--- config.mk ---
export PLATFORM = sky130hd
export DESIGN_NAME = c2p_gain
export DESIGN_NICKNAME = d
export VERILOG_FILES = /design/src/rtl/c2p_pkg.sv /design/src/rtl/c2p_gain.sv
export SDC_FILE = /design/constraint.sdc
export NUM_CORES = 2
export LEC_CHECK = 0
export BUFFER_PORTS_ARGS = -buffer_cell sky130_fd_sc_hd__buf_2
export CAP_MARGIN = 15
export CORE_MARGIN = 4
export CORE_UTILIZATION = 35
export DETAILED_ROUTE_END_ITERATION = 8
export PLACE_DENSITY = 0.51
export SLEW_MARGIN = 20
export SYNTH_ARGS = -nofsm -noshare
export SYNTH_HDL_FRONTEND = slang
export SYNTH_SLANG_ARGS = --single-unit
--- constraint.sdc ---
create_clock -name clk -period 10.3 [get_ports clk]
set_clock_uncertainty 0.15 [all_clocks]
set_input_delay 0.515 -clock clk [delete_from_list [all_inputs] [get_ports clk]]
set_output_delay 0.515 -clock clk [all_outputs]
set_load 0.005 [all_outputs]
--- src/rtl/c2p_pkg.sv ---
`timescale 1ns / 1ps
`default_nettype none
// ----------------------------------------------------------------------------
// c2p_pkg
// Shared widths, types, constants and arctangent table for the converter.
// ----------------------------------------------------------------------------
package c2p_pkg;

  // Number of rotation cells in the chain (8 to 24).
  localparam int CORDIC_STAGES = 16;
  localparam int ATAN_ENTRIES  = 24;

  localparam int CW      = 16;        // coordinate width
  localparam int FRAC    = 24;        // fractional bits of x/y in the chain
  localparam int DW      = 44;        // x/y width in the chain
  localparam int ZW      = 34;        // angle accumulator width, 2^31 = pi
  localparam int STAGE_W = 5;         // cell index width
  localparam int MW      = DW - 1 + 16; // gain product width
  localparam int RW      = 25;        // radius width
  localparam int AW      = 17;        // angle width

  localparam logic [15:0]   INV_GAIN_HI = 16'h9B74;
  localparam logic [15:0]   INV_GAIN_LO = 16'hEDA8;
  localparam logic [RW-1:0] RADIUS_MAX  = 25'd23726592;

  // register indexes
  localparam logic [2:0] REG_IMAGE_MODE = 3'd0;
  localparam logic [2:0] REG_CENTER_ROW = 3'd1;
  localparam logic [2:0] REG_CENTER_COL = 3'd2;
  localparam logic [2:0] REG_NUM_ROWS   = 3'd3;
  localparam logic [2:0] REG_NUM_COLS   = 3'd4;

  typedef struct packed {
    logic                 image_mode;
    logic signed [CW-1:0] center_row;
    logic signed [CW-1:0] center_col;
    logic        [CW-1:0] num_rows;
    logic        [CW-1:0] num_cols;
  } cfg_t;

  typedef struct packed {
    logic signed [DW-1:0] x;
    logic signed [DW-1:0] y;
    logic signed [ZW-1:0] z;
    logic                 y_nonneg;
    logic                 nonzero;
    logic                 oor;
    logic                 batch_end;
  } cordic_t;

  // atan(2^-i) scaled so that 2^31 = pi, rounded to nearest
  function automatic logic signed [ZW-1:0] atan_val(input logic [STAGE_W-1:0] i);
    logic signed [ZW-1:0] v;
    begin
      case (i)
        5'd0:    v = 34'sd536870912;
        5'd1:    v = 34'sd316933406;
        5'd2:    v = 34'sd167458907;
        5'd3:    v = 34'sd85004756;
        5'd4:    v = 34'sd42667331;
        5'd5:    v = 34'sd21354465;
        5'd6:    v = 34'sd10679838;
        5'd7:    v = 34'sd5340245;
        5'd8:    v = 34'sd2670163;
        5'd9:    v = 34'sd1335087;
        5'd10:   v = 34'sd667544;
        5'd11:   v = 34'sd333772;
        5'd12:   v = 34'sd166886;
        5'd13:   v = 34'sd83443;
        5'd14:   v = 34'sd41722;
        5'd15:   v = 34'sd20861;
        5'd16:   v = 34'sd10430;
        5'd17:   v = 34'sd5215;
        5'd18:   v = 34'sd2608;
        5'd19:   v = 34'sd1304;
        5'd20:   v = 34'sd652;
        5'd21:   v = 34'sd326;
        5'd22:   v = 34'sd163;
        5'd23:   v = 34'sd81;
        default: v = '0;
      endcase
      return v;
    end
  endfunction

endpackage
`default_nettype wire

--- src/rtl/c2p_gain.sv ---
`timescale 1ns / 1ps
`default_nettype none
// ----------------------------------------------------------------------------
// c2p_gain
// Gain correction and rounding of radius and angle; holds the result register.
// ----------------------------------------------------------------------------
module c2p_gain (
  input  logic                        clk,
  input  logic                        rst,
  input  logic                        up_valid,
  output logic                        up_ready,
  input  c2p_pkg::cordic_t            up_data,
  output logic                        dn_valid,
  input  logic                        dn_ready,
  output logic [c2p_pkg::RW-1:0]      radius,
  output logic signed [c2p_pkg::AW-1:0] angle,
  output logic                        out_of_range,
  output logic                        batch_end
);
  import c2p_pkg::*;

  // product stage
  logic                 m_valid, m_ready;
  logic [MW-1:0]        m_hi, m_lo;
  logic                 m_pos;
  logic signed [ZW-1:0] m_z;
  logic                 m_y_nonneg, m_nonzero, m_oor, m_batch_end;

  logic [DW-2:0]        ux;
  logic                 pos;

  // final stage
  logic [MW:0]            psum;
  logic [MW-32:0]         r;
  logic [RW-1:0]          rad_next;
  logic signed [ZW:0]     zs;
  logic signed [ZW-16:0]  zr;
  logic signed [AW-1:0]   ang_next;

  always_comb begin
    pos = ~up_data.x[DW-1] & (up_data.x != '0);
    ux  = up_data.x[DW-2:0];
  end

  assign up_ready = ~m_valid | m_ready;
  assign m_ready  = ~dn_valid | dn_ready;

  always_ff @(posedge clk) begin
    if (rst) begin
      m_valid <= 1'b0;
    end else if (up_ready) begin
      m_valid <= up_valid;
    end
  end

  always_ff @(posedge clk) begin
    if (up_ready && up_valid) begin
      m_hi        <= MW'(ux) * MW'(INV_GAIN_HI);
      m_lo        <= MW'(ux) * MW'(INV_GAIN_LO);
      m_pos       <= pos;
      m_z         <= up_data.z;
      m_y_nonneg  <= up_data.y_nonneg;
      m_nonzero   <= up_data.nonzero;
      m_oor       <= up_data.oor;
      m_batch_end <= up_data.batch_end;
    end
  end

  always_comb begin
    // low product truncated by 16, then round half up to 1/256
    psum = (MW+1)'(m_hi) + (MW+1)'(m_lo[MW-1:16]) + (MW+1)'(64'd1 << 31);
    r    = psum[MW:32];
    if (!m_pos) begin
      rad_next = '0;
    end else if (r > (MW-31)'(RADIUS_MAX)) begin
      rad_next = RADIUS_MAX;
    end else begin
      rad_next = r[RW-1:0];
    end

    zs = $signed({m_z[ZW-1], m_z}) + $signed((ZW+1)'(32768));
    zr = zs[ZW:16];
    if (!m_nonzero) begin
      ang_next = '0;
    end else if (m_y_nonneg) begin
      if (zr < 0) begin
        ang_next = '0;
      end else if (zr > $signed((ZW-15)'(32768))) begin
        ang_next = $signed(AW'(32768));
      end else begin
        ang_next = zr[AW-1:0];
      end
    end else begin
      if (zr > 0) begin
        ang_next = '0;
      end else if (zr < -$signed((ZW-15)'(32767))) begin
        ang_next = -$signed(AW'(32767));
      end else begin
        ang_next = zr[AW-1:0];
      end
    end
  end

  always_ff @(posedge clk) begin
    if (rst) begin
      dn_valid <= 1'b0;
    end else if (m_ready) begin
      dn_valid <= m_valid;
    end
  end

  always_ff @(posedge clk) begin
    if (m_ready && m_valid) begin
      radius       <= rad_next;
      angle        <= ang_next;
      out_of_range <= m_oor;
      batch_end    <= m_batch_end;
    end
  end

endmodule
`default_nettype wire

==> impl_metrics.csv <==
group,metric,value,unit
yosys,yosys-top-cells-area,"fa_1 32%, ha_1 20%, edfxtp_1 17%",
clock_network,cts_max_level,4,
clock_network,cts_buffer_depth,2,
final_layout,drive_gt1_share,5.54,%
clock_network,post_cts_buffers,0,
clock_network,hold_buffers,0,
sta,rsz0062_at_grt,"false",
drt,wl_per_cell,18.6,um
grt,grt_antenna_before_repair,3,
yosys,muxShareOfSynthArea,0.252,%
clock_network,cts_buffers,17,
drt,drcViolationCount,0,
sta,worst_pin_slew,1.01,ns
yosys,yosysTopAreaCellShare,32.0,%
floorplanning,coreArea,82500,um^2
placed_design,io_buffers,116,
grt,track_usage,17.7,%
worst_setup_path,endpoint_kind,"register",
yosys,yosysWarnings,0,
yosys,synth_compound_area_share,8.73,%
worst_setup_path,critPathLaunchType,"primary input",
clock_network,root_buffer,"clkbuf_16",
drt,dr.pass1.iters,6,
floorplanning,num_rows,105,
yosys,syn-num-nets,3980,
yosys,yosys.area_share.xor_xnor,3.77,%
clock_network,cts.clk_slew.worst_paths,0.08,ns
drt,via_per_inst,4.79,
drt,drt_iter0_markers,887,
drt,detail-route-antenna-nets,0,
drt,vias,19700,
yosys,avgSynthCellArea,10.0,um^2
sta,min_period,7.79,ns
grt,grt_pass1_vias,21000,
floorplanning,ios,176,
yosys,synth_edf_count,166,
yosys,synthesis.area,29300,um^2
grt,grt_max_degree,79,
clock_network,clk_latency,0.45,ns
sta,max_freq,0.128,GHz
sta,drv_slew,0,
hold_path,min_path_type,"in2reg",
worst_setup_path,worstPathRequired,10.46,ns
clock_network,post_cts_resized,0,
clock_network,cts_tree,"done",
placed_design,post-dp-hpwl,67400,um
final_layout,final_cell_mix,"797 x inv_1, 468 x fa_1, 463 x ha_1",
floorplanning,fp.dieH,297,um
floorplanning,initial_core_util,35.5,%
sta,final.setup.tns,0,ns
yosys,synth-async-reset-ratio,0,%
worst_setup_path,crit_path_max_fanout,7,
yosys,synthAdderAreaFrac,51.7,%
yosys,synth-seq-area-share,17.1,%
yosys,yosysTopAreaCell,"fa_1",
outcome,status,"complete, no violations",
worst_setup_path,crit_arrival,7.95,ns
yosys,yosysUniqueCellTypes,67,
sta,hold_viol_final,0,
final_layout,fill_cells,8333,
yosys,synth_top_family_by_area,"adder cells",
worst_setup_path,critPathKind,"in2reg",
grt,overflow,0,
sta,setup_viol,0,
placed_design,finalWeightedCongestion,0.889,
floorplanning,die_w,297,um
yosys,synth_simple_gate_area_share,7.85,%
final_layout,num_antenna_cells,0,
yosys,synthCells,2919,
final_layout,final_common_cell,"inv_1",
flow_run,drv_cap,0,
sta,slew_headroom,32.5,%
grt,grt_pass1_wl,121000,um
yosys,synth_flop_cell,"edfxtp_1",
final_layout,nets,4097,
yosys,yosys_register_bits,168,
sta,fin_crit_sh,75.6,%
floorplanning,dieArea,88400,um^2
clock_network,clock_sinks,168,
final_layout,area_growth,8.42,%
drt,routed_wl,76400,um
-- registers in the layout (all words and copies together), names as in the netlist, 17 cells and up --
name,flops
m_z,19
m_lo,44
m_hi,54
angle,17
radius,25
-- metrics by stage --
step	setup slack, ns	std cells	instance area [um^2]	hold WS (ns)	util, %
final	2.51	4119	31800	0.0807	38.5
after global routing	2.08	4119	31800	0.0557	38.5
after CTS	2.46	4119	31800	0.0483	38.5
after detailed placement	2.00	4087	31200	0.256	37.8
after global placement	1.99	4087	31200	0.252	37.8
after floorplan	3.51	2919	29300	0.250	-
-- worst max-delay path, stage by stage --
cell and delay [ns]:
buf_2 0.27, inv_1 0.19, ha_1 0.40, inv_1 0.11, fa_1 0.58, fa_1 0.56, inv_1 0.05, fa_1 0.50
fa_1 0.61, inv_1 0.07, fa_1 0.53, inv_1 0.05, ha_1 0.36, nand4_1 0.28, nor2_1 0.31, nand4_1 0.14
a2111o_1 0.43, a311oi_1 0.51, nor3_1 0.14, nor3_1 0.42, or4_1 0.21, a21oi_1 0.13, or4b_1 0.48, nand4_1 0.10
-- layer usage --
layer	track usage [%]	vias up	part of all wire, %
met5	0	-	0.030
met4	2.84	4	1.2
met3	2.38	42	4.0
met2	28.8	344	46
met1	25.8	9679	49
li1	-	9669	-
-- cell type report --
cell class                 instances  area [um^2]  share of cell area (%)
multi-input combinational       1933        21200                    66.7
sequential                       168         5020                    15.8
inverter                         797         2990                    9.41
tap                             1070         1340                    4.21
timing repair buffer             119          603                    1.90
clock buffer                      17          425                    1.34
clock inverter                    15          186                   0.587
-- cell families after synthesis --
family,Yosys count
fa+ha+maj,931
buf+inv,818
simple gates,467
compound gates,402
flops,168
xor+xnor,126
mux,7
-- synthesized netlist by cell type, types with 41 or more instances --
library cell and n:
a21o_1 43, a21oi_1 140, edfxtp_1 166, fa_1 468
ha_1 463, inv_1 797, nand2_1 103, nand3_1 41
nor2_1 133, o21ai_0 72, xnor2_1 82, xor2_1 44
-- path summary, 6_finish.rpt --
| check | start | to | slack [ns] | cells after the start |
|---|---|---|---|---|
| worst max-delay path | up_data[110] | m_hi[57] | 2.51 | 24 |
| worst min register to register | m_batch_end | batch_end | 0.27 | 0 |
| worst max register to register | m_lo[48] | radius[18] | 4.93 | 13 |
| worst min-delay path | up_data[29] | m_z[25] | 0.08 | 1 |
Power is not shown: default switching activity piles up to over one toggle a cycle in this logic, so the estimate is an artifact.
