### config.mk
export PLATFORM = sky130hd
export DESIGN_NAME = c2p_cell
export DESIGN_NICKNAME = d
export VERILOG_FILES = /design/src/rtl/c2p_pkg.sv /design/src/rtl/c2p_cell.sv
export SDC_FILE = /design/constraint.sdc
export NUM_CORES = 1
export LEC_CHECK = 0
export BUFFER_PORTS_ARGS = -buffer_cell sky130_fd_sc_hd__buf_2
export CAP_MARGIN = 20
export CORE_MARGIN = 1
export CORE_UTILIZATION = 42
export DETAILED_ROUTE_END_ITERATION = 8
export SYNTH_ARGS = -nofsm -noshare
export SYNTH_HDL_FRONTEND = slang
export SYNTH_SLANG_ARGS = --single-unit
### constraint.sdc
create_clock -name clk -period 14.3 [get_ports clk]
set_clock_uncertainty 0.05 [all_clocks]
set_input_delay 0.715 -clock clk [delete_from_list [all_inputs] [get_ports clk]]
set_output_delay 0.715 -clock clk [all_outputs]
set_load 0.01 [all_outputs]
### src/rtl/c2p_pkg.sv
`timescale 1ns / 1ps
`default_nettype none
// ----------------------------------------------------------------------------
// c2p_pkg
// Shared widths, types, constants and arctangent table for the converter.
// ----------------------------------------------------------------------------
package c2p_pkg;

  // Number of rotation cells in the chain (8 to 24).
  localparam int CORDIC_STAGES = 16;
  localparam int ATAN_ENTRIES  = 24;

  localparam int CW      = 16;        // coordinate width
  localparam int FRAC    = 24;        // fractional bits of x/y in the chain
  localparam int DW      = 44;        // x/y width in the chain
  localparam int ZW      = 34;        // angle accumulator width, 2^31 = pi
  localparam int STAGE_W = 5;         // cell index width
  localparam int MW      = DW - 1 + 16; // gain product width
  localparam int RW      = 25;        // radius width
  localparam int AW      = 17;        // angle width

  localparam logic [15:0]   INV_GAIN_HI = 16'h9B74;
  localparam logic [15:0]   INV_GAIN_LO = 16'hEDA8;
  localparam logic [RW-1:0] RADIUS_MAX  = 25'd23726592;

  // register indexes
  localparam logic [2:0] REG_IMAGE_MODE = 3'd0;
  localparam logic [2:0] REG_CENTER_ROW = 3'd1;
  localparam logic [2:0] REG_CENTER_COL = 3'd2;
  localparam logic [2:0] REG_NUM_ROWS   = 3'd3;
  localparam logic [2:0] REG_NUM_COLS   = 3'd4;

  typedef struct packed {
    logic                 image_mode;
    logic signed [CW-1:0] center_row;
    logic signed [CW-1:0] center_col;
    logic        [CW-1:0] num_rows;
    logic        [CW-1:0] num_cols;
  } cfg_t;

  typedef struct packed {
    logic signed [DW-1:0] x;
    logic signed [DW-1:0] y;
    logic signed [ZW-1:0] z;
    logic                 y_nonneg;
    logic                 nonzero;
    logic                 oor;
    logic                 batch_end;
  } cordic_t;

  // atan(2^-i) scaled so that 2^31 = pi, rounded to nearest
  function automatic logic signed [ZW-1:0] atan_val(input logic [STAGE_W-1:0] i);
    logic signed [ZW-1:0] v;
    begin
      case (i)
        5'd0:    v = 34'sd536870912;
        5'd1:    v = 34'sd316933406;
        5'd2:    v = 34'sd167458907;
        5'd3:    v = 34'sd85004756;
        5'd4:    v = 34'sd42667331;
        5'd5:    v = 34'sd21354465;
        5'd6:    v = 34'sd10679838;
        5'd7:    v = 34'sd5340245;
        5'd8:    v = 34'sd2670163;
        5'd9:    v = 34'sd1335087;
        5'd10:   v = 34'sd667544;
        5'd11:   v = 34'sd333772;
        5'd12:   v = 34'sd166886;
        5'd13:   v = 34'sd83443;
        5'd14:   v = 34'sd41722;
        5'd15:   v = 34'sd20861;
        5'd16:   v = 34'sd10430;
        5'd17:   v = 34'sd5215;
        5'd18:   v = 34'sd2608;
        5'd19:   v = 34'sd1304;
        5'd20:   v = 34'sd652;
        5'd21:   v = 34'sd326;
        5'd22:   v = 34'sd163;
        5'd23:   v = 34'sd81;
        default: v = '0;
      endcase
      return v;
    end
  endfunction

endpackage
`default_nettype wire

### src/rtl/c2p_cell.sv
`timescale 1ns / 1ps
`default_nettype none
// ----------------------------------------------------------------------------
// c2p_cell
// One vectoring micro-rotation with its own item register.
// ----------------------------------------------------------------------------
module c2p_cell (
  input  logic                           clk,
  input  logic                           rst,
  input  logic [c2p_pkg::STAGE_W-1:0]    stage,
  input  logic                           up_valid,
  output logic                           up_ready,
  input  c2p_pkg::cordic_t               up_data,
  output logic                           dn_valid,
  input  logic                           dn_ready,
  output c2p_pkg::cordic_t               dn_data
);
  import c2p_pkg::*;

  logic signed [DW-1:0] dx, dy;
  cordic_t              nxt;

  always_comb begin
    dx  = up_data.y >>> stage;   // floor shift
    dy  = up_data.x >>> stage;
    nxt = up_data;
    if (!up_data.y[DW-1]) begin
      nxt.x = up_data.x + dx;
      nxt.y = up_data.y - dy;
      nxt.z = up_data.z + atan_val(stage);
    end else begin
      nxt.x = up_data.x - dx;
      nxt.y = up_data.y + dy;
      nxt.z = up_data.z - atan_val(stage);
    end
  end

  assign up_ready = ~dn_valid | dn_ready;

  always_ff @(posedge clk) begin
    if (rst) begin
      dn_valid <= 1'b0;
    end else if (up_ready) begin
      dn_valid <= up_valid;
    end
  end

  always_ff @(posedge clk) begin
    if (up_ready && up_valid) begin
      dn_data <= nxt;
    end
  end

endmodule
`default_nettype wire

==> results of run 1 <==
[logic make-up (layout without fill, tap and decap cells)]
logic type / count (synthesis) / after routing
AOI/OAI and AO/OA: 675 / 675
xor gates and xnor gates: 208 / 208
adders and majority gates: 144 / 144
buffers and inverters: 181 / 362
DFF: 127 / 127
muxes: 267 / 267
other: 0 / 1
and+or+nand+nor: 622 / 622
[state kept, by name, indices dropped and copies added, names as in the netlist]
signal / flops
dn_data: 126
dn_valid: 1
[power by group]
group	internal, mW	total, mW	switching (mW)
Clock	0.273	0.443	0.170
Combinational	0.501	1.23	0.733
Sequential	0.538	0.557	0.0189
Total	1.31	2.23	0.922
[layout make-up]
| cell class | instances | share of cell area |
|---|---|---|
| Antenna cell | 1 | 0.0001107 |
| Clock buffer | 26 | 0.02209 |
| Clock inverter | 6 | 0.003653 |
| Inverter | 45 | 0.007473 |
| Multi-Input combinational cell | 1916 | 0.6957 |
| Sequential cell | 127 | 0.1683 |
| Tap cell | 656 | 0.03631 |
| Timing Repair Buffer | 285 | 0.06637 |
[path summary, 6_finish.rpt]
path                  from     endpoint  cells past startpoint
hold reg to reg   dn_valid     dn_valid                      2
setup / recovery  stage[0]  dn_data[75]                     25
setup reg to reg  dn_valid  dn_data[67]                      3
hold / removal         rst     dn_valid                      2
[worst max-delay path, cell delays in order]
cell      delay [ps]
buf_6            490
clkinv_1         820
ha_1             700
o21ai_0          230
a21oi_1          200
a211oi_1         510
and4b_1          440
nand4b_1         160
o21ai_2          540
nor2_1           180
nand2_1          120
nand2b_1          70
xnor2_1          200
ha_1             290
and2_1           200
a221oi_1         250
o21ai_0          190
a221oi_1         440
a21oi_1          140
o21ai_0          500
o31ai_1          190
or3_1            330
a21oi_1          390
o21ai_0          190
xor2_1           160
[placed cells by master (no fill, tap or decap), types with 8 or more instances in the layout]
master,count
mux2i_1,94
o31ai_1,20
and4_1,8
clkbuf_16,17
o22ai_1,29
mux2_2,38
nor2_1,171
and3_1,19
nand3_1,32
a31oi_1,40
ha_1,140
xor2_1,84
nand4_1,16
nor2b_1,35
inv_1,40
o211ai_1,8
a21oi_1,205
xnor2_1,124
buf_4,27
and2_1,15
nor3_1,42
edfxtp_1,126
or3_1,11
o21a_1,30
buf_2,256
o31a_1,8
mux4_1,53
a221oi_1,15
o2bb2ai_1,8
mux4_2,80
or2_2,8
a211oi_1,29
o21bai_1,10
nand2b_1,48
o21ai_0,119
nand2_1,171
a21o_1,64
[metal layers]
metal | GRT usage | vias to the layer above | part of all wire
li1 | - | 8968 | -
met1 | 0.4023 | 9469 | 0.44
met2 | 0.4390 | 954 | 0.44
met3 | 0.07358 | 152 | 0.091
met4 | 0.1061 | 8 | 0.030
met5 | 0 | - | 0.00075
[per-stage QoR]
| step | std cells | hold slack [ps] |
|---|---|---|
| finish | 3062 | 335.1 |
| detailed placement | 3028 | 473.7 |
| floorplan | 2224 | 543.0 |
| global route | 3061 | 322.3 |
| global placement | 3028 | 455.3 |
| CTS | 3060 | 294.2 |
==> impl_metrics.yaml, run 1 <==
outcome:
  status: "complete, no violations"
synthesis:
  yosys-top-cells-area: "edfxtp_1 18%, mux4_2 8.7%, ha_1 8.5%"
  seq_area_frac_synth: 0.1841
  synthMuxAreaShare: 0.2224
  synth.avg_cell_area_sq_um: 9.288
  synth_top_area_share: 0.1832
  synth_common_cells: "205 x a21oi_1, 171 x nand2_1, 171 x nor2_1"
  synth_fa_ha_area_frac: 0.08819
  synth_nets: 2502
  yosysMostFrequentCell: "a21oi_1"
  ys_warn_count: 0
  synth_xor_area_frac: 0.08819
  synth-compound-area-share: 0.2122
  synth_top_family_by_area: "multiplexers"
  ys_ff_latch: 127
  syn-cell-area_sq_um: 20660
  yosysTopAreaCell: "edfxtp_1"
  synthCells: 2224
  async_flop_share: 0
  synth-simple-area-share: 0.1502
  synth_edf_count: 126
  ys_types: 108
  synth_flop_cell: "edfxtp_1"
cells_and_area:
  final_area_sq_um: 22600
  drive_gt1_frac: 0.2004
  multiInputGateArea_sq_um: 15730
  seq_area_sq_um: 3804
  fillers: 4666
  utilization: 0.4695
  area_growth_pct: 9.425
  fin_nets: 2670
timing:
  slew-limit-headroom: 0.2025
  tns_ps: 0
  period_needed_ps: 8520
  timing.fmax_mhz: 117.4
  finalSetupViolations: 0
  final_max_slew_viol_count: 0
  finalHoldViolCount: 0
  fin_crit_sh: 0.5958
  setup_ws_ps: 5780
  tightest_slew_ps: 1186
  grt_setup_unrepaired: "false"
detailed_routing:
  wire_per_inst_um: 24.09
  drc: 0
  vias_per_cell: 6.385
  num_vias: 19550
  firstDrtPassIters: 5
  ant_nets: 0
  first_iter_violations: 2075
  routed_wl_mm: 73.76
grt:
  antenna_found_initial: 5
  grt_overflow_total: 0
  grt_max_degree: 77
  grt_pass1_vias: 18470
  grt_pass1_wl_mm: 111.3
  grt_usage: 0.2915
floorplan:
  chipHeight_um: 223.8
  die_area_sq_um: 50070
  die_w_um: 223.8
  num_rows: 80
  core_sq_um: 48150
  num_io_pins: 263
  start_util: 0.4290
worst_setup_path:
  reg2reg_slack_ps: 11920
  start_kind: "primary input"
  cp_max_fo: 62
  crit_required_ps: 14480
  crit_type: "in2reg"
  arrival_ps: 8700
  end_kind: "register"
clocking:
  cts_setup_buffers: 0
  tritoncts: "done"
  cts.sinks: 127
  root_buffer: "clkbuf_16"
  cts_resized: 0
  clk_pin_slew_ps: 60
  htree_num_levels: 4
  hold_buffers: 0
  clock_path_buffers: 2
  cts_buffers: 17
  clock_latency_ps: 480
power_and_ir_drop:
  p_total_mw: 2.234
  leakagePower_nw: 9.281
  power_per_cell_area_nw_per_um2: 98.84
  peakVddDrop_mv: 0.08003
flow_run:
  cap_violations: 0
hold_path:
  worstHoldPathType: "in2reg"
place:
  dpl_cell_area_sq_um: 22010
  dp.final_hpwl_mm: 56.46
  gp_congestion: 0.9985
  portBuffers: 262
  post-place-ws_ps: 5475
(Power assumes the default switching activity.)
==> run 2, diff against run 1 <==
==> constraint.sdc (replaced) <==
create_clock -name clk -period 8.9 [get_ports clk]
set_clock_uncertainty 0.05 [all_clocks]
set_input_delay 0.445 -clock clk [delete_from_list [all_inputs] [get_ports clk]]
set_output_delay 0.445 -clock clk [all_outputs]
set_load 0.01 [all_outputs]
==> run 2 against run 1 <==
Compared with the run above: register-to-register slack lost 5400 ps; worst setup slack lost 4500 ps; via count shrank 0.64%; critical endpoint is now dn_data[125]; sequential power grew 61%; global-route usage grew 0.29 points; final area grew 0.79%; flip-flop and latch count is the same; largest cell class unchanged; critical path depth grew 1; power grew 63%; routed wire length grew 0.14%.
==> impl_metrics.yaml, run 2 (same netlist as run 1, synthesis figures left out) <==
clocking:
  clk_pin_slew_ps: 60
  cts.sinks: 127
  tritoncts: "done"
  clock_latency_ps: 490
  cts_buffers: 17
  hold_buffers: 0
  cts_setup_buffers: 0
  htree_num_levels: 4
  cts_resized: 0
  clock_path_buffers: 2
  root_buffer: "clkbuf_16"
timing:
  final_max_slew_viol_count: 0
  tightest_slew_ps: 1188
  period_needed_ps: 7596
  fin_crit_sh: 0.8535
  finalHoldViolCount: 0
  timing.fmax_mhz: 131.7
  tns_ps: 0
  slew-limit-headroom: 0.2011
  grt_setup_unrepaired: "false"
  finalSetupViolations: 0
  setup_ws_ps: 1304
cells_and_area:
  utilization: 0.4732
  mostFrequentLayoutCells: "257 x buf_2, 205 x a21oi_1, 171 x nand2_1, 171 x nor2_1, 140 x ha_1"
  seq_area_sq_um: 3804
  layout_commonest_cell: "buf_2"
  area_growth_pct: 10.29
  multiInputGateArea_sq_um: 15730
  drive_gt1_frac: 0.2076
  regMostFlops: "dn_data"
  top_regs: "dn_data (126), dn_valid (1)"
  fin_nets: 2688
  largest_reg_flops: 126
  fillers: 4617
grt:
  grt_pass1_wl_mm: 112.8
  grt_overflow_total: 0
  grt_max_degree: 85
  antenna_found_initial: 1
  grt_usage: 0.2944
  grt_pass1_vias: 18790
worst_setup_path:
  cp_max_fo: 84
  crit_required_ps: 9080
  cp-endpoint: "dn_data[125]"
  start_kind: "primary input"
  r2r_end: "dn_data[71]"
  arrival_ps: 7780
  startpoint: "stage[0]"
  rr_worst_depth: 3
  crit_type: "in2reg"
  rr_startpoint: "dn_valid"
  reg2reg_slack_ps: 6500
  end_kind: "register"
detailed_routing:
  vias_per_cell: 6.307
  wire_per_inst_um: 23.98
  routed_wl_mm: 73.86
  first_iter_violations: 1898
  firstDrtPassIters: 5
  num_vias: 19430
  drc: 0
  ant_nets: 0
power_and_ir_drop:
  leakagePower_nw: 9.385
  p_int_mw: 2.139
  switching_share: 0.4124
  power_per_cell_area_nw_per_um2: 159.8
  clockPowerShare: 0.206
  sequentialPowerShare: 0.246
  p_sw_mw: 1.501
  power.share.combinational: 0.548
  peakVddDrop_mv: 0.1503
place:
  gp_congestion: 0.9965
  portBuffers: 262
  dp.final_hpwl_mm: 57.04
  post-place-ws_ps: 923.9
hold_path:
  min-delay-start: "rst"
  worstHoldPathType: "in2reg"
floorplan:
  die_area_sq_um: 50070
  core_sq_um: 48150
  chipHeight_um: 223.8
  num_rows: 80
  num_io_pins: 263
  die_w_um: 223.8
  start_util: 0.4290
outcome:
  status: "complete, no violations"
flow_run:
  cap_violations: 0
-- run 2: routing by layer --
metal	vias to the layer above	global-route usage	wire (um)
li1	8993	-	-
met1	9480	0.4065	33140
met2	846	0.4546	32980
met3	105	0.06571	6079
met4	2	0.09589	1640
met5	-	0	11
-- run 2: how the worst min path moves through the flow --
stage	cells past startpoint	slack (ps)	endpoint
final	2	60	dn_valid
after global routing	2	50	dn_valid
after CTS	2	20	dn_valid
after detailed placement	2	470	dn_valid
after global placement	2	460	dn_valid
after floorplan	1	460	dn_valid
-- run 2: power groups by stage --
stage / combinational, mW / sequential, mW / clock [mW]
6_report: 2.00 / 0.894 / 0.752
5_1_grt: 2.17 / 0.907 / 0.791
4_1_cts: 1.97 / 0.896 / 0.772
3_5_place_dp: 1.95 / 0.906 / 0
3_3_place_gp: 1.94 / 0.903 / 0
2_1_floorplan: 1.31 / 0.986 / 0
-- run 2: per-stage QoR --
| stage | instance area, sq um | total power, mW | hold WS, ps | cells |
|---|---|---|---|---|
| 6_report | 22780 | 3.641 | 57.09 | 3080 |
| 5_1_grt | 22780 | 3.864 | 54.05 | 3079 |
| 4_1_cts | 22770 | 3.636 | 24.30 | 3078 |
| 3_5_place_dp | 22160 | 2.856 | 471.1 | 3046 |
| 3_3_place_gp | 22160 | 2.845 | 457.2 | 3046 |
| 2_1_floorplan | 20660 | 2.295 | 464.1 | 2224 |
-- run 2: worst max-delay path, stage by stage --
cell and delay [ps]:
buf_6 400, buf_12 470, mux4_1 760, mux2i_1 470
o221ai_1 180, nor2_1 220, ha_1 200, and2_1 180
nand4bb_1 380, nor3_1 460, nand2_1 130, nor2_1 160
nor2_1 70, xor2_1 180, ha_1 380, a21oi_1 190
nor2b_1 60, o21ai_0 260, a2111oi_0 170, a211oi_1 270
nor2_1 80, a221oi_1 360, a211oi_1 230, a221o_1 390
a221oi_1 380, xnor2_1 120
-- run 2: final cells by class --
| type | instances | share of cell area |
|---|---|---|
| clock buffers | 22 | 0.02082 |
| clock inverters | 10 | 0.006042 |
| well taps | 656 | 0.03603 |
| repair buffers | 303 | 0.07233 |
| flip-flops and latches | 127 | 0.1670 |
| multi-input cells | 1916 | 0.6903 |
| diodes | 1 | 0.0001098 |
| inverters | 45 | 0.007415 |
