<file path="src/rtl/c2p_pkg.sv">
`timescale 1ns / 1ps
`default_nettype none
// ----------------------------------------------------------------------------
// c2p_pkg
// Shared widths, types, constants and arctangent table for the converter.
// ----------------------------------------------------------------------------
package c2p_pkg;

  // Number of rotation cells in the chain (8 to 24).
  localparam int CORDIC_STAGES = 16;
  localparam int ATAN_ENTRIES  = 24;

  localparam int CW      = 16;        // coordinate width
  localparam int FRAC    = 24;        // fractional bits of x/y in the chain
  localparam int DW      = 44;        // x/y width in the chain
  localparam int ZW      = 34;        // angle accumulator width, 2^31 = pi
  localparam int STAGE_W = 5;         // cell index width
  localparam int MW      = DW - 1 + 16; // gain product width
  localparam int RW      = 25;        // radius width
  localparam int AW      = 17;        // angle width

  localparam logic [15:0]   INV_GAIN_HI = 16'h9B74;
  localparam logic [15:0]   INV_GAIN_LO = 16'hEDA8;
  localparam logic [RW-1:0] RADIUS_MAX  = 25'd23726592;

  // register indexes
  localparam logic [2:0] REG_IMAGE_MODE = 3'd0;
  localparam logic [2:0] REG_CENTER_ROW = 3'd1;
  localparam logic [2:0] REG_CENTER_COL = 3'd2;
  localparam logic [2:0] REG_NUM_ROWS   = 3'd3;
  localparam logic [2:0] REG_NUM_COLS   = 3'd4;

  typedef struct packed {
    logic                 image_mode;
    logic signed [CW-1:0] center_row;
    logic signed [CW-1:0] center_col;
    logic        [CW-1:0] num_rows;
    logic        [CW-1:0] num_cols;
  } cfg_t;

  typedef struct packed {
    logic signed [DW-1:0] x;
    logic signed [DW-1:0] y;
    logic signed [ZW-1:0] z;
    logic                 y_nonneg;
    logic                 nonzero;
    logic                 oor;
    logic                 batch_end;
  } cordic_t;

  // atan(2^-i) scaled so that 2^31 = pi, rounded to nearest
  function automatic logic signed [ZW-1:0] atan_val(input logic [STAGE_W-1:0] i);
    logic signed [ZW-1:0] v;
    begin
      case (i)
        5'd0:    v = 34'sd536870912;
        5'd1:    v = 34'sd316933406;
        5'd2:    v = 34'sd167458907;
        5'd3:    v = 34'sd85004756;
        5'd4:    v = 34'sd42667331;
        5'd5:    v = 34'sd21354465;
        5'd6:    v = 34'sd10679838;
        5'd7:    v = 34'sd5340245;
        5'd8:    v = 34'sd2670163;
        5'd9:    v = 34'sd1335087;
        5'd10:   v = 34'sd667544;
        5'd11:   v = 34'sd333772;
        5'd12:   v = 34'sd166886;
        5'd13:   v = 34'sd83443;
        5'd14:   v = 34'sd41722;
        5'd15:   v = 34'sd20861;
        5'd16:   v = 34'sd10430;
        5'd17:   v = 34'sd5215;
        5'd18:   v = 34'sd2608;
        5'd19:   v = 34'sd1304;
        5'd20:   v = 34'sd652;
        5'd21:   v = 34'sd326;
        5'd22:   v = 34'sd163;
        5'd23:   v = 34'sd81;
        default: v = '0;
      endcase
      return v;
    end
  endfunction

endpackage
`default_nettype wire

</file>
<file path="src/rtl/c2p_front.sv">
`timescale 1ns / 1ps
`default_nettype none
// ----------------------------------------------------------------------------
// c2p_front
// Input stage: coordinate mapping, range flag, quadrant pre-rotation.
// ----------------------------------------------------------------------------
module c2p_front (
  input  logic                        clk,
  input  logic                        rst,
  input  c2p_pkg::cfg_t               cfg,
  input  logic                        up_valid,
  output logic                        up_ready,
  input  logic signed [c2p_pkg::CW-1:0] first_coord,
  input  logic signed [c2p_pkg::CW-1:0] second_coord,
  input  logic                        end_of_batch,
  output logic                        dn_valid,
  input  logic                        dn_ready,
  output c2p_pkg::cordic_t            dn_data
);
  import c2p_pkg::*;

  logic signed [CW:0]   xa, ya;
  logic signed [CW+1:0] xe, ye, xr, yr;
  logic signed [ZW-1:0] z0;
  logic                 oor;
  cordic_t              nxt;

  always_comb begin
    if (cfg.image_mode) begin
      xa = $signed({second_coord[CW-1], second_coord})
         - $signed({cfg.center_col[CW-1], cfg.center_col});
      ya = $signed({cfg.center_row[CW-1], cfg.center_row})
         - $signed({first_coord[CW-1], first_coord});
    end else begin
      xa = $signed({first_coord[CW-1], first_coord});
      ya = $signed({second_coord[CW-1], second_coord});
    end
    xe = $signed({xa[CW], xa});
    ye = $signed({ya[CW], ya});

    // left half-plane: turn by a quarter so the chain starts with x >= 0
    if (xa[CW]) begin
      if (!ya[CW]) begin
        xr = ye;
        yr = -xe;
        z0 = $signed(ZW'(64'sd1 << 30));
      end else begin
        xr = -ye;
        yr = xe;
        z0 = -$signed(ZW'(64'sd1 << 30));
      end
    end else begin
      xr = xe;
      yr = ye;
      z0 = '0;
    end

    oor = cfg.image_mode &
          (first_coord[CW-1] | ($unsigned(first_coord) >= cfg.num_rows) |
           second_coord[CW-1] | ($unsigned(second_coord) >= cfg.num_cols));

    nxt.x         = $signed({{(DW-CW-2-FRAC){xr[CW+1]}}, xr, {FRAC{1'b0}}});
    nxt.y         = $signed({{(DW-CW-2-FRAC){yr[CW+1]}}, yr, {FRAC{1'b0}}});
    nxt.z         = z0;
    nxt.y_nonneg  = ~ya[CW];
    nxt.nonzero   = (xa != '0) | (ya != '0);
    nxt.oor       = oor;
    nxt.batch_end = end_of_batch;
  end

  assign up_ready = ~dn_valid | dn_ready;

  always_ff @(posedge clk) begin
    if (rst) begin
      dn_valid <= 1'b0;
    end else if (up_ready) begin
      dn_valid <= up_valid;
    end
  end

  always_ff @(posedge clk) begin
    if (up_ready && up_valid) begin
      dn_data <= nxt;
    end
  end

endmodule
`default_nettype wire

</file>
<file path="config.mk">
export PLATFORM = sky130hd
export DESIGN_NAME = c2p_front
export DESIGN_NICKNAME = d
export VERILOG_FILES = /design/src/rtl/c2p_pkg.sv /design/src/rtl/c2p_front.sv
export SDC_FILE = /design/constraint.sdc
export NUM_CORES = 1
export LEC_CHECK = 0
export ABC_AREA = 1
export BUFFER_PORTS_ARGS = -buffer_cell sky130_fd_sc_hd__buf_4
export CAP_MARGIN = 20
export CORE_MARGIN = 3
export CORE_UTILIZATION = 40
export CTS_BUF_LIST = sky130_fd_sc_hd__clkbuf_4
export CTS_CLUSTER_DIAMETER = 40
export CTS_CLUSTER_SIZE = 8
export DETAILED_ROUTE_END_ITERATION = 6
export PLACE_DENSITY = 0.66
export SETUP_SLACK_MARGIN = 0.2
export SLEW_MARGIN = 5
export SYNTH_ARGS = -nofsm -noshare
export SYNTH_HDL_FRONTEND = slang
export SYNTH_SLANG_ARGS = --single-unit
</file>
<file path="constraint.sdc">
create_clock -name clk -period 3.3 [get_ports clk]
set_input_delay 0.33 -clock clk [delete_from_list [all_inputs] [get_ports clk]]
set_output_delay 0.33 -clock clk [all_outputs]
set_load 0.01 [all_outputs]
</file>
==> impl_metrics.py, run 1 <==
metrics = {
    "outcome": {
        "outcome": "finished, final reports clean",
    },
    "sta": {
        "timing.fmax_ghz": 0.349,
        "setup_tns_ns": 0,
        "fin_crit_sh": 0.869,
        "clock_skew_ns": 0.0190,
        "hold_violations": 0,
        "worstMarginPinSlew_ns": 0.580,
        "slew-limit-headroom": 0.603,
        "rsz0062_at_grt": "false",
        "period_needed_ns": 2.87,
        "setup-violations-final": 0,
        "slew_violations": 0,
    },
    "synthesis": {
        "netlist_area_um2": 6600,
        "synth_area_leader_cell": "edfxtp_1",
        "synth-seq-cells": 43,
        "synthFlopType": "edfxtp_1",
        "synthCells": 1030,
        "synth_edf_count": 42,
        "synth-warning-count": 0,
        "async_flop_share": 0,
        "synth_top_cell_area_share": 0.191,
        "syn_area_per_cell_um2": 6.40,
        "synth_cell_types": 43,
        "yosysSeqAreaShare": 0.194,
        "ys_top_cells_by_area": "edfxtp_1 (19%), nand2_1 (19%), ha_1 (13%)",
    },
    "power_and_ir_drop": {
        "total_leakage_power_nw": 4.45,
        "power_density_nw_per_um2": 295,
        "p_comb_frac": 0.513,
        "total_power_w": 0.00227,
        "vdd.ir_drop.worst_mv": 0.187,
        "switching_share": 0.396,
        "p_seq_frac": 0.309,
        "power.share.clock": 0.178,
        "power_switching_w": 0.000900,
        "p_int_w": 0.00137,
    },
    "worst_setup_path": {
        "crit_path_start_kind": "primary input",
        "crit_family": "simple AND/OR/NAND/NOR gates",
        "crit_fanout": 4,
        "crit_chain": "buf_4 -> inv_1 -> ha_1 -> fa_1 -> nand2_1 -> o21ai_2 -> ha_1 -> inv_1 -> nor2_1 -> nand3_1 -> nor2_2 -> nand3_1 -> nor2_1 -> nand3_1 -> nor3_2 -> ha_1 -> nand2_1 -> nand2_1",
        "max_stage_delay_ns": 0.49,
        "arrival_ns": 2.99,
        "crit_type": "in2reg",
        "endpoint_kind": "flop",
        "cp.required_ns": 3.43,
        "crit_slowest_cell": "fa_1",
        "path_buf_inv": 3,
    },
    "die": {
        "die-height_um": 134,
        "fp.dieArea_um2": 18100,
        "die_x_um": 134,
        "ios": 230,
        "rows": 46,
        "start_util": 0.412,
        "core_area_um2": 16000,
    },
    "cts": {
        "cts.sinks": 43,
        "postCtsResizedCells": 0,
        "cts_tree": "done",
        "max-clock-path-buffers": 2,
        "insertion_delay_ns": 0.36,
        "numCtsBuffers": 5,
        "htreeDepth": 2,
        "clk_pin_slew_worst_paths_ns": 0.14,
        "clock-root-buffer": "clkbuf_4",
        "post-cts-setup-buffers": 0,
        "hold_buffers": 0,
    },
    "global_route": {
        "grt_pass1_wl_um": 27400,
        "overflow": 0,
        "grt_usage": 0.186,
        "grt_pass1_vias": 5870,
        "grt_max_degree": 44,
        "antenna_found_initial": 0,
    },
    "final_layout": {
        "layout_common_cells": "nand2_1 (328), inv_1 (171), buf_4 (160)",
        "area_delta_synth_final_pct": 16.9,
        "mostFrequentLayoutCell": "nand2_1",
        "n_fill_cell": 1729,
        "fin_nets": 1344,
        "drive_above_1_share": 0.194,
        "diodes": 0,
    },
    "route": {
        "wl_um": 17200,
        "drt_first_pass_iters": 5,
        "viasPerCell": 4.62,
        "drtIter0Drc": 418,
        "wl_per_cell_um": 12.4,
        "ant_nets": 0,
        "num_vias": 6421,
        "route.detailed.drc": 0,
    },
    "placed_design": {
        "dpl.hpwl_um": 15100,
        "gp_congestion": 0.890,
        "port_buffers": 151,
    },
    "run": {
        "cap_violations": 0,
    },
    "worst_hold_path": {
        "holdCritPathClass": "in2reg",
    },
}
-- area by class of cell --
type | count | area [um2] | share of cell area
Sequential cell | 43 | 1280 | 0.166
Clock inverter | 3 | 67.6 | 0.00876
Clock buffer | 5 | 37.5 | 0.00487
Tap cell | 216 | 270 | 0.0350
Inverter | 181 | 684 | 0.0888
Multi-Input combinational cell | 781 | 4170 | 0.541
Timing Repair Buffer | 160 | 1200 | 0.156
-- per-layer routing --
layer  global-route usage  part of all wire
met1                0.248              0.45
met2                0.327              0.47
met3               0.0184             0.072
met4               0.0368             0.012
met5                    0                 0
-- worst paths after layout --
path | startpoint | to | slack, ns | cells after the start
hold reg to reg | dn_valid$_SDFFE_PP0N_ | dn_valid$_SDFFE_PP0N_ | 0.54 | 2
setup / recovery | second_coord[0] | dn_data[78]$_DFFE_PP_ | 0.43 | 18
hold / removal | rst | dn_valid$_SDFFE_PP0N_ | 0.12 | 2
setup reg to reg | dn_valid$_SDFFE_PP0N_ | dn_data[111]$_DFFE_PP_ | 1.85 | 2
-- metrics by stage --
| stage | util | cells | hold WS [ns] | cell area (um2) | setup WS, ns |
|---|---|---|---|---|---|
| after floorplan | - | 1108 | 0.399 | 6890 | 0.273 |
| after global routing | 0.482 | 1389 | 0.109 | 7710 | 0.230 |
| final | 0.482 | 1389 | 0.118 | 7710 | 0.434 |
| after CTS | 0.482 | 1389 | 0.100 | 7710 | 0.431 |
| after global placement | 0.475 | 1381 | 0.488 | 7600 | 0.101 |
| after detailed placement | 0.475 | 1381 | 0.488 | 7600 | 0.0220 |
-- cell families (layout without fill, tap and decap cells) --
family	after synthesis	in the layout	share of synthesized area
buf+inv	284	349	0.220
other cells	1	79	0.000569
fa+ha+maj	70	70	0.135
compound gates	83	83	0.0748
simple gates	537	537	0.359
xor+xnor	12	12	0.0159
flops	43	43	0.194
-- power groups by stage --
stage | combinational [W] | sequential, W | clock (W)
2_1_floorplan | 0.000827 | 0.000752 | 0
3_3_place_gp | 0.00115 | 0.000717 | 0
3_5_place_dp | 0.00116 | 0.000717 | 0
4_1_cts | 0.00117 | 0.000704 | 0.000415
5_1_grt | 0.00133 | 0.000710 | 0.000431
6_report | 0.00117 | 0.000703 | 0.000404
-- cells in the mapped netlist, types with 5 or more instances --
cell type / instances
nand2_1: 328
inv_1: 171
nand3_1: 89
buf_4: 86
ha_1: 68
nor2_1: 53
edfxtp_1: 42
a21oi_1: 35
o21ai_0: 13
nand2_2: 12
o21ai_1: 12
buf_2: 11
xor2_1: 11
nand3b_1: 10
inv_2: 9
nand4_1: 9
nand3_2: 7
o21ai_2: 7
nor2_2: 6
nor3_1: 6
a31oi_1: 5
or2_2: 5
-- registers in the layout (all words and copies together) (netlist names) --
| name | cells |
|---|---|
| dn_data | 42 |
| dn_valid | 1 |
Power figures use the tool's default switching activity.
==> inputs of run 2 (changes only) <==
- CORE_UTILIZATION: 40 -> 53
- PLACE_DENSITY: 0.66 -> 0.84
==> impl_metrics.py, run 2 (synthesis results as in run 1) <==
metrics = {
    "route": {
        "num_vias": 6483,
        "wl_um": 16400,
        "drt_first_pass_iters": 5,
        "viasPerCell": 4.83,
        "dr_wl_met2_um": 7780,
        "drtIter0Drc": 425,
        "wl_met1_um": 7350,
        "dr.max_layer_used": "met4",
        "wl_per_cell_um": 12.3,
        "ant_nets": 0,
        "route.detailed.drc": 0,
        "wl_met3_um": 1150,
    },
    "placed_design": {
        "post_dp_cell_area_um2": 7540,
        "pre_cts_ws_ns": 0.0537,
        "port_buffers": 151,
        "gp_congestion": 0.946,
        "dpl.hpwl_um": 14100,
        "dp.cells": 1333,
    },
    "outcome": {
        "outcome": "finished, final reports clean",
    },
    "final_layout": {
        "reg_top3": "dn_data (42), dn_valid (1)",
        "diodes": 0,
        "layout_common_cells": "nand2_1 (328), inv_1 (171), buf_4 (160)",
        "top_register": "dn_data",
        "mostFrequentLayoutCell": "nand2_1",
        "largest_register_ffs": 42,
        "area_delta_synth_final_pct": 15.3,
        "drive_above_1_share": 0.194,
        "stdcell_area_um2": 7600,
        "final-instance-count-excl-fill": 1341,
        "fin_nets": 1344,
    },
    "worst_setup_path": {
        "r2r_cells": 2,
        "path_buf_inv": 3,
        "r2r_setup_slack_ns": 1.61,
        "reg2reg_from": "dn_valid$_SDFFE_PP0N_",
        "crit_family": "simple AND/OR/NAND/NOR gates",
        "cp.required_ns": 3.42,
        "crit_chain": "buf_4 -> inv_1 -> ha_1 -> fa_1 -> nand2_1 -> o21ai_2 -> ha_1 -> inv_1 -> nor2_1 -> nand3_1 -> nor2_2 -> nand3_1 -> nor2_2 -> nand3_1 -> nor3_2 -> ha_1 -> nand2_1 -> nand2_1",
        "arrival_ns": 2.95,
        "crit_slowest_cell": "fa_1",
        "endpoint_kind": "flop",
        "crit_type": "in2reg",
        "crit_fanout": 4,
        "rr_endpoint": "dn_data[111]$_DFFE_PP_",
        "crit_path_start_kind": "primary input",
        "max_stage_delay_ns": 0.48,
    },
    "power_and_ir_drop": {
        "total_leakage_power_nw": 4.42,
        "vdd.ir_drop.worst_mv": 0.121,
        "p_int_w": 0.00123,
        "p_seq_frac": 0.335,
        "power.share.clock": 0.111,
        "switching_share": 0.416,
        "power_switching_w": 0.000875,
        "power_density_nw_per_um2": 276,
        "p_comb_frac": 0.555,
        "total_power_w": 0.00210,
    },
    "sta": {
        "slew-limit-headroom": 0.481,
        "setup_tns_ns": 0,
        "fin_crit_sh": 0.858,
        "setup-violations-final": 0,
        "rsz0062_at_grt": "false",
        "fin_ws_ns": 0.469,
        "timing.fmax_ghz": 0.353,
        "hold_violations": 0,
        "clock_skew_ns": 0.0140,
        "slew_violations": 0,
        "worstMarginPinSlew_ns": 0.777,
        "period_needed_ns": 2.83,
    },
    "run": {
        "cap_violations": 0,
    },
    "die": {
        "fp.dieArea_um2": 13800,
        "die-height_um": 118,
        "rows": 40,
        "ios": 230,
        "start_util": 0.545,
        "core_area_um2": 12100,
        "die_x_um": 118,
    },
    "cts": {
        "post-cts-setup-buffers": 0,
        "max-clock-path-buffers": 2,
        "clk_pin_slew_worst_paths_ns": 0.11,
        "htreeDepth": 2,
        "numCtsBuffers": 5,
        "hold_buffers": 0,
        "cts.sinks": 43,
        "insertion_delay_ns": 0.35,
        "clock-root-buffer": "clkbuf_4",
        "cts_tree": "done",
    },
    "global_route": {
        "grt_pass1_wl_um": 26400,
        "grt_usage": 0.228,
        "overflow": 0,
        "grt_max_degree": 27,
        "antenna_found_initial": 0,
        "grt_pass1_vias": 5815,
    },
    "worst_hold_path": {
        "hold_path_end": "dn_valid$_SDFFE_PP0N_",
        "hp-start": "rst",
        "hold_path_depth": 2,
        "holdCritPathClass": "in2reg",
    },
}
## run 2: cell count changes in the layout (fill, tap and decap cells not counted)
cell / before / now
nor2_2: 6 / 8
clkinv_1: 0 / 2
bufinv_16: 2 / 0
clkbuf_4: 5 / 6
clkinvlp_4: 1 / 0
nor2_1: 53 / 51
## run 2: layout make-up
cell class                      instances  area, um2
Inverter                              181        684
Timing Repair Buffer                  160       1200
Fill cell                            1164       4510
Clock inverter                          2       7.51
Multi-Input combinational cell        781       4170
Tap cell                              168        210
Clock buffer                            6       45.0
Sequential cell                        43       1280
## run 2: power groups by stage
| stage | Combinational (W) | Clock (W) | Sequential (W) |
|---|---|---|---|
| after CTS | 0.00116 | 0.000243 | 0.000704 |
| after detailed placement | 0.00115 | 0 | 0.000717 |
| after floorplan | 0.000827 | 0 | 0.000752 |
| final | 0.00117 | 0.000232 | 0.000703 |
| after global placement | 0.00113 | 0 | 0.000716 |
| after global routing | 0.00131 | 0.000267 | 0.000712 |
## run 2: per-layer routing
metal	GRT usage	vias up
li1	-	3381
met5	0	-
met1	0.309	2863
met2	0.396	227
met4	0.0425	0
met3	0.0245	12
## run 2: worst max-delay path by stage
stage | startpoint | endpoint | cells past startpoint
after floorplan | cfg[48] | dn_data[122]$_SDFFCE_PN0P_ | 16
after global placement | first_coord[0] | dn_data[122]$_SDFFCE_PN0P_ | 16
after detailed placement | second_coord[0] | dn_data[78]$_DFFE_PP_ | 18
after CTS | second_coord[0] | dn_data[78]$_DFFE_PP_ | 18
after global routing | second_coord[0] | dn_data[78]$_DFFE_PP_ | 18
final | second_coord[0] | dn_data[78]$_DFFE_PP_ | 18
## run 2: repair_timing
item / in CTS / in global routing
hold endpoints to repair: 0 / 0
setup endpoints to repair: 0 / 2
gates resized for setup: 0 / 3
## run 2: worst reg2reg max path: stages (launching register included)
cell and delay (ns):
dfxtp_1 0.36, a21oi_4 0.64, buf_4 0.38
## run 2: metrics by stage
stage	hold slack [ns]	utilization
final	0.112	0.628
after detailed placement	0.487	0.623
after global routing	0.0876	0.628
after global placement	0.487	0.623
after CTS	0.0999	0.627
after floorplan	0.399	-
==> inputs of run 3 (changes only) <==
- CORE_ASPECT_RATIO: default -> 1.5
==> impl_metrics.py, run 3 (synthesis results as in run 1) <==
metrics = {
    "outcome": {
        "outcome": "finished, final reports clean",
    },
    "cts": {
        "insertion_delay_ns": 0.36,
        "hold_buffers": 0,
        "numCtsBuffers": 5,
        "clk_pin_slew_worst_paths_ns": 0.13,
        "max-clock-path-buffers": 2,
        "htreeDepth": 2,
        "cts.sinks": 43,
        "cts_tree": "done",
        "clock-root-buffer": "clkbuf_4",
    },
    "worst_setup_path": {
        "endpoint": "dn_data[122]$_SDFFCE_PN0P_",
        "r2r_setup_slack_ns": 1.99,
        "arrival_ns": 2.99,
        "crit_fanout": 4,
        "worstSetupStartpoint": "first_coord[0]",
        "reg2reg_from": "dn_valid$_SDFFE_PP0N_",
        "cp.required_ns": 3.44,
        "crit_type": "in2reg",
        "rr_endpoint": "dn_data[73]$_DFFE_PP_",
        "r2r_cells": 2,
        "crit_path_start_kind": "primary input",
        "endpoint_kind": "flop",
    },
    "sta": {
        "setup-violations-final": 0,
        "timing.fmax_ghz": 0.351,
        "hold_violations": 0,
        "fin_crit_sh": 0.864,
        "setup_tns_ns": 0,
        "worstMarginPinSlew_ns": 0.773,
        "period_needed_ns": 2.85,
        "clock_skew_ns": 0.0224,
        "slew-limit-headroom": 0.471,
        "rsz0062_at_grt": "false",
        "slew_violations": 0,
    },
    "final_layout": {
        "area_delta_synth_final_pct": 15.7,
        "utilization": 0.632,
        "largest_register_ffs": 42,
        "reg_top3": "dn_data (42), dn_valid (1)",
        "top_register": "dn_data",
        "n_fill_cell": 1146,
        "fin_nets": 1344,
        "mostFrequentLayoutCell": "nand2_1",
        "layout_common_cells": "nand2_1 (328), inv_1 (171), buf_4 (160)",
        "drive_above_1_share": 0.194,
    },
    "die": {
        "core_area_um2": 12100,
        "die-height_um": 143,
        "rows": 49,
        "die_x_um": 97.1,
        "ios": 230,
        "start_util": 0.546,
        "fp.dieArea_um2": 13800,
    },
    "power_and_ir_drop": {
        "power_switching_w": 0.000881,
        "total_leakage_power_nw": 4.45,
        "power.share.clock": 0.178,
        "switching_share": 0.389,
        "vdd.ir_drop.worst_mv": 0.149,
        "power_density_nw_per_um2": 297,
        "p_comb_frac": 0.512,
        "p_int_w": 0.00138,
        "p_seq_frac": 0.310,
    },
    "global_route": {
        "overflow": 0,
        "antenna_found_initial": 1,
        "grt_usage": 0.235,
        "grt_pass1_vias": 6126,
        "grt_pass1_wl_um": 27000,
        "grt_max_degree": 46,
    },
    "route": {
        "drt_first_pass_iters": 6,
        "num_vias": 6549,
        "route.detailed.drc": 0,
        "drtIter0Drc": 383,
        "viasPerCell": 4.94,
        "ant_nets": 0,
        "wl_per_cell_um": 12.5,
        "wl_um": 16600,
    },
    "placed_design": {
        "port_buffers": 151,
        "dpl.hpwl_um": 14400,
        "gp_congestion": 0.944,
    },
    "run": {
        "cap_violations": 0,
    },
    "worst_hold_path": {
        "holdCritPathClass": "in2reg",
    },
}
## run 3: cell types whose count changed in the layout (fill, tap and decap cells not counted)
| cell | before | now |
|---|---|---|
| nor2_1 | 51 | 52 |
| bufinv_16 | 0 | 2 |
| nor3_1 | 5 | 6 |
| clkinv_1 | 2 | 0 |
| nor2_2 | 8 | 7 |
| nor3_2 | 1 | 0 |
| diode_2 | 0 | 1 |
## run 3: metal layers
layer / routed length (um) / share of wire / vias to the layer above / track usage
met1: 6200 / 0.37 / 2866 / 0.254
met5: 0 / 0 / - / 0
met3: 1050 / 0.063 / 39 / 0.0176
met4: 608 / 0.037 / 0 / 0.111
li1: - / - / 3380 / -
met2: 8720 / 0.53 / 264 / 0.460
## run 3: repair_timing
item / CTS / global route
setup endpoints to repair: 0 / 1
setup buffers: 0 / 0
resized for setup: 0 / 1
## run 3: layout make-up
type                    count  area (um2)  area share
clock inverters             2        60.1     0.00787
clock buffers               6        45.0     0.00590
well taps                 153         191      0.0251
inverters                 181         684      0.0897
repair buffers            160        1200       0.157
multi-input cells         781        4170       0.546
flip-flops and latches     43        1280       0.168
diodes                      1        2.50    0.000328
## run 3: how the worst min path moves through the flow
| stage | start | end | slack [ns] | depth (start not counted) |
|---|---|---|---|---|
| global placement | rst | dn_valid$_SDFFE_PP0N_ | 0.49 | 2 |
| global route | end_of_batch | dn_data[0]$_DFFE_PP_ | 0.13 | 1 |
| floorplan | rst | dn_valid$_SDFFE_PP0N_ | 0.40 | 1 |
| CTS | end_of_batch | dn_data[0]$_DFFE_PP_ | 0.14 | 1 |
| detailed placement | rst | dn_valid$_SDFFE_PP0N_ | 0.51 | 2 |
| finish | rst | dn_valid$_SDFFE_PP0N_ | 0.15 | 2 |
## run 3: power groups by stage
stage	registers [W]	logic (W)	clock network, W
floorplan	0.000752	0.000827	0
global placement	0.000716	0.00113	0
detailed placement	0.000718	0.00115	0
CTS	0.000705	0.00115	0.000405
global route	0.000711	0.00131	0.000425
finish	0.000703	0.00116	0.000403
## run 3: worst max-delay path: stages
cell	delay [ns]
buf_4	0.12
ha_1	0.17
inv_1	0.09
fa_1	0.46
o21ai_4	0.23
ha_1	0.20
inv_1	0.04
nor2_1	0.09
nand3_1	0.11
nor2_2	0.12
nand3_1	0.12
nor2_4	0.12
nand3_2	0.12
nor4_2	0.23
ha_1	0.26
and3_1	0.16
## run 3: metrics by stage
stage / instances / power, W / hold WS (ns) / setup WS (ns) / cell area [um2]
floorplan: 1108 / 0.00158 / 0.399 / 0.273 / 6890
global placement: 1318 / 0.00184 / 0.486 / 0.0853 / 7520
detailed placement: 1318 / 0.00187 / 0.513 / 0.0272 / 7520
CTS: 1326 / 0.00226 / 0.141 / 0.422 / 7630
global route: 1327 / 0.00245 / 0.134 / 0.237 / 7630
finish: 1327 / 0.00227 / 0.147 / 0.449 / 7630
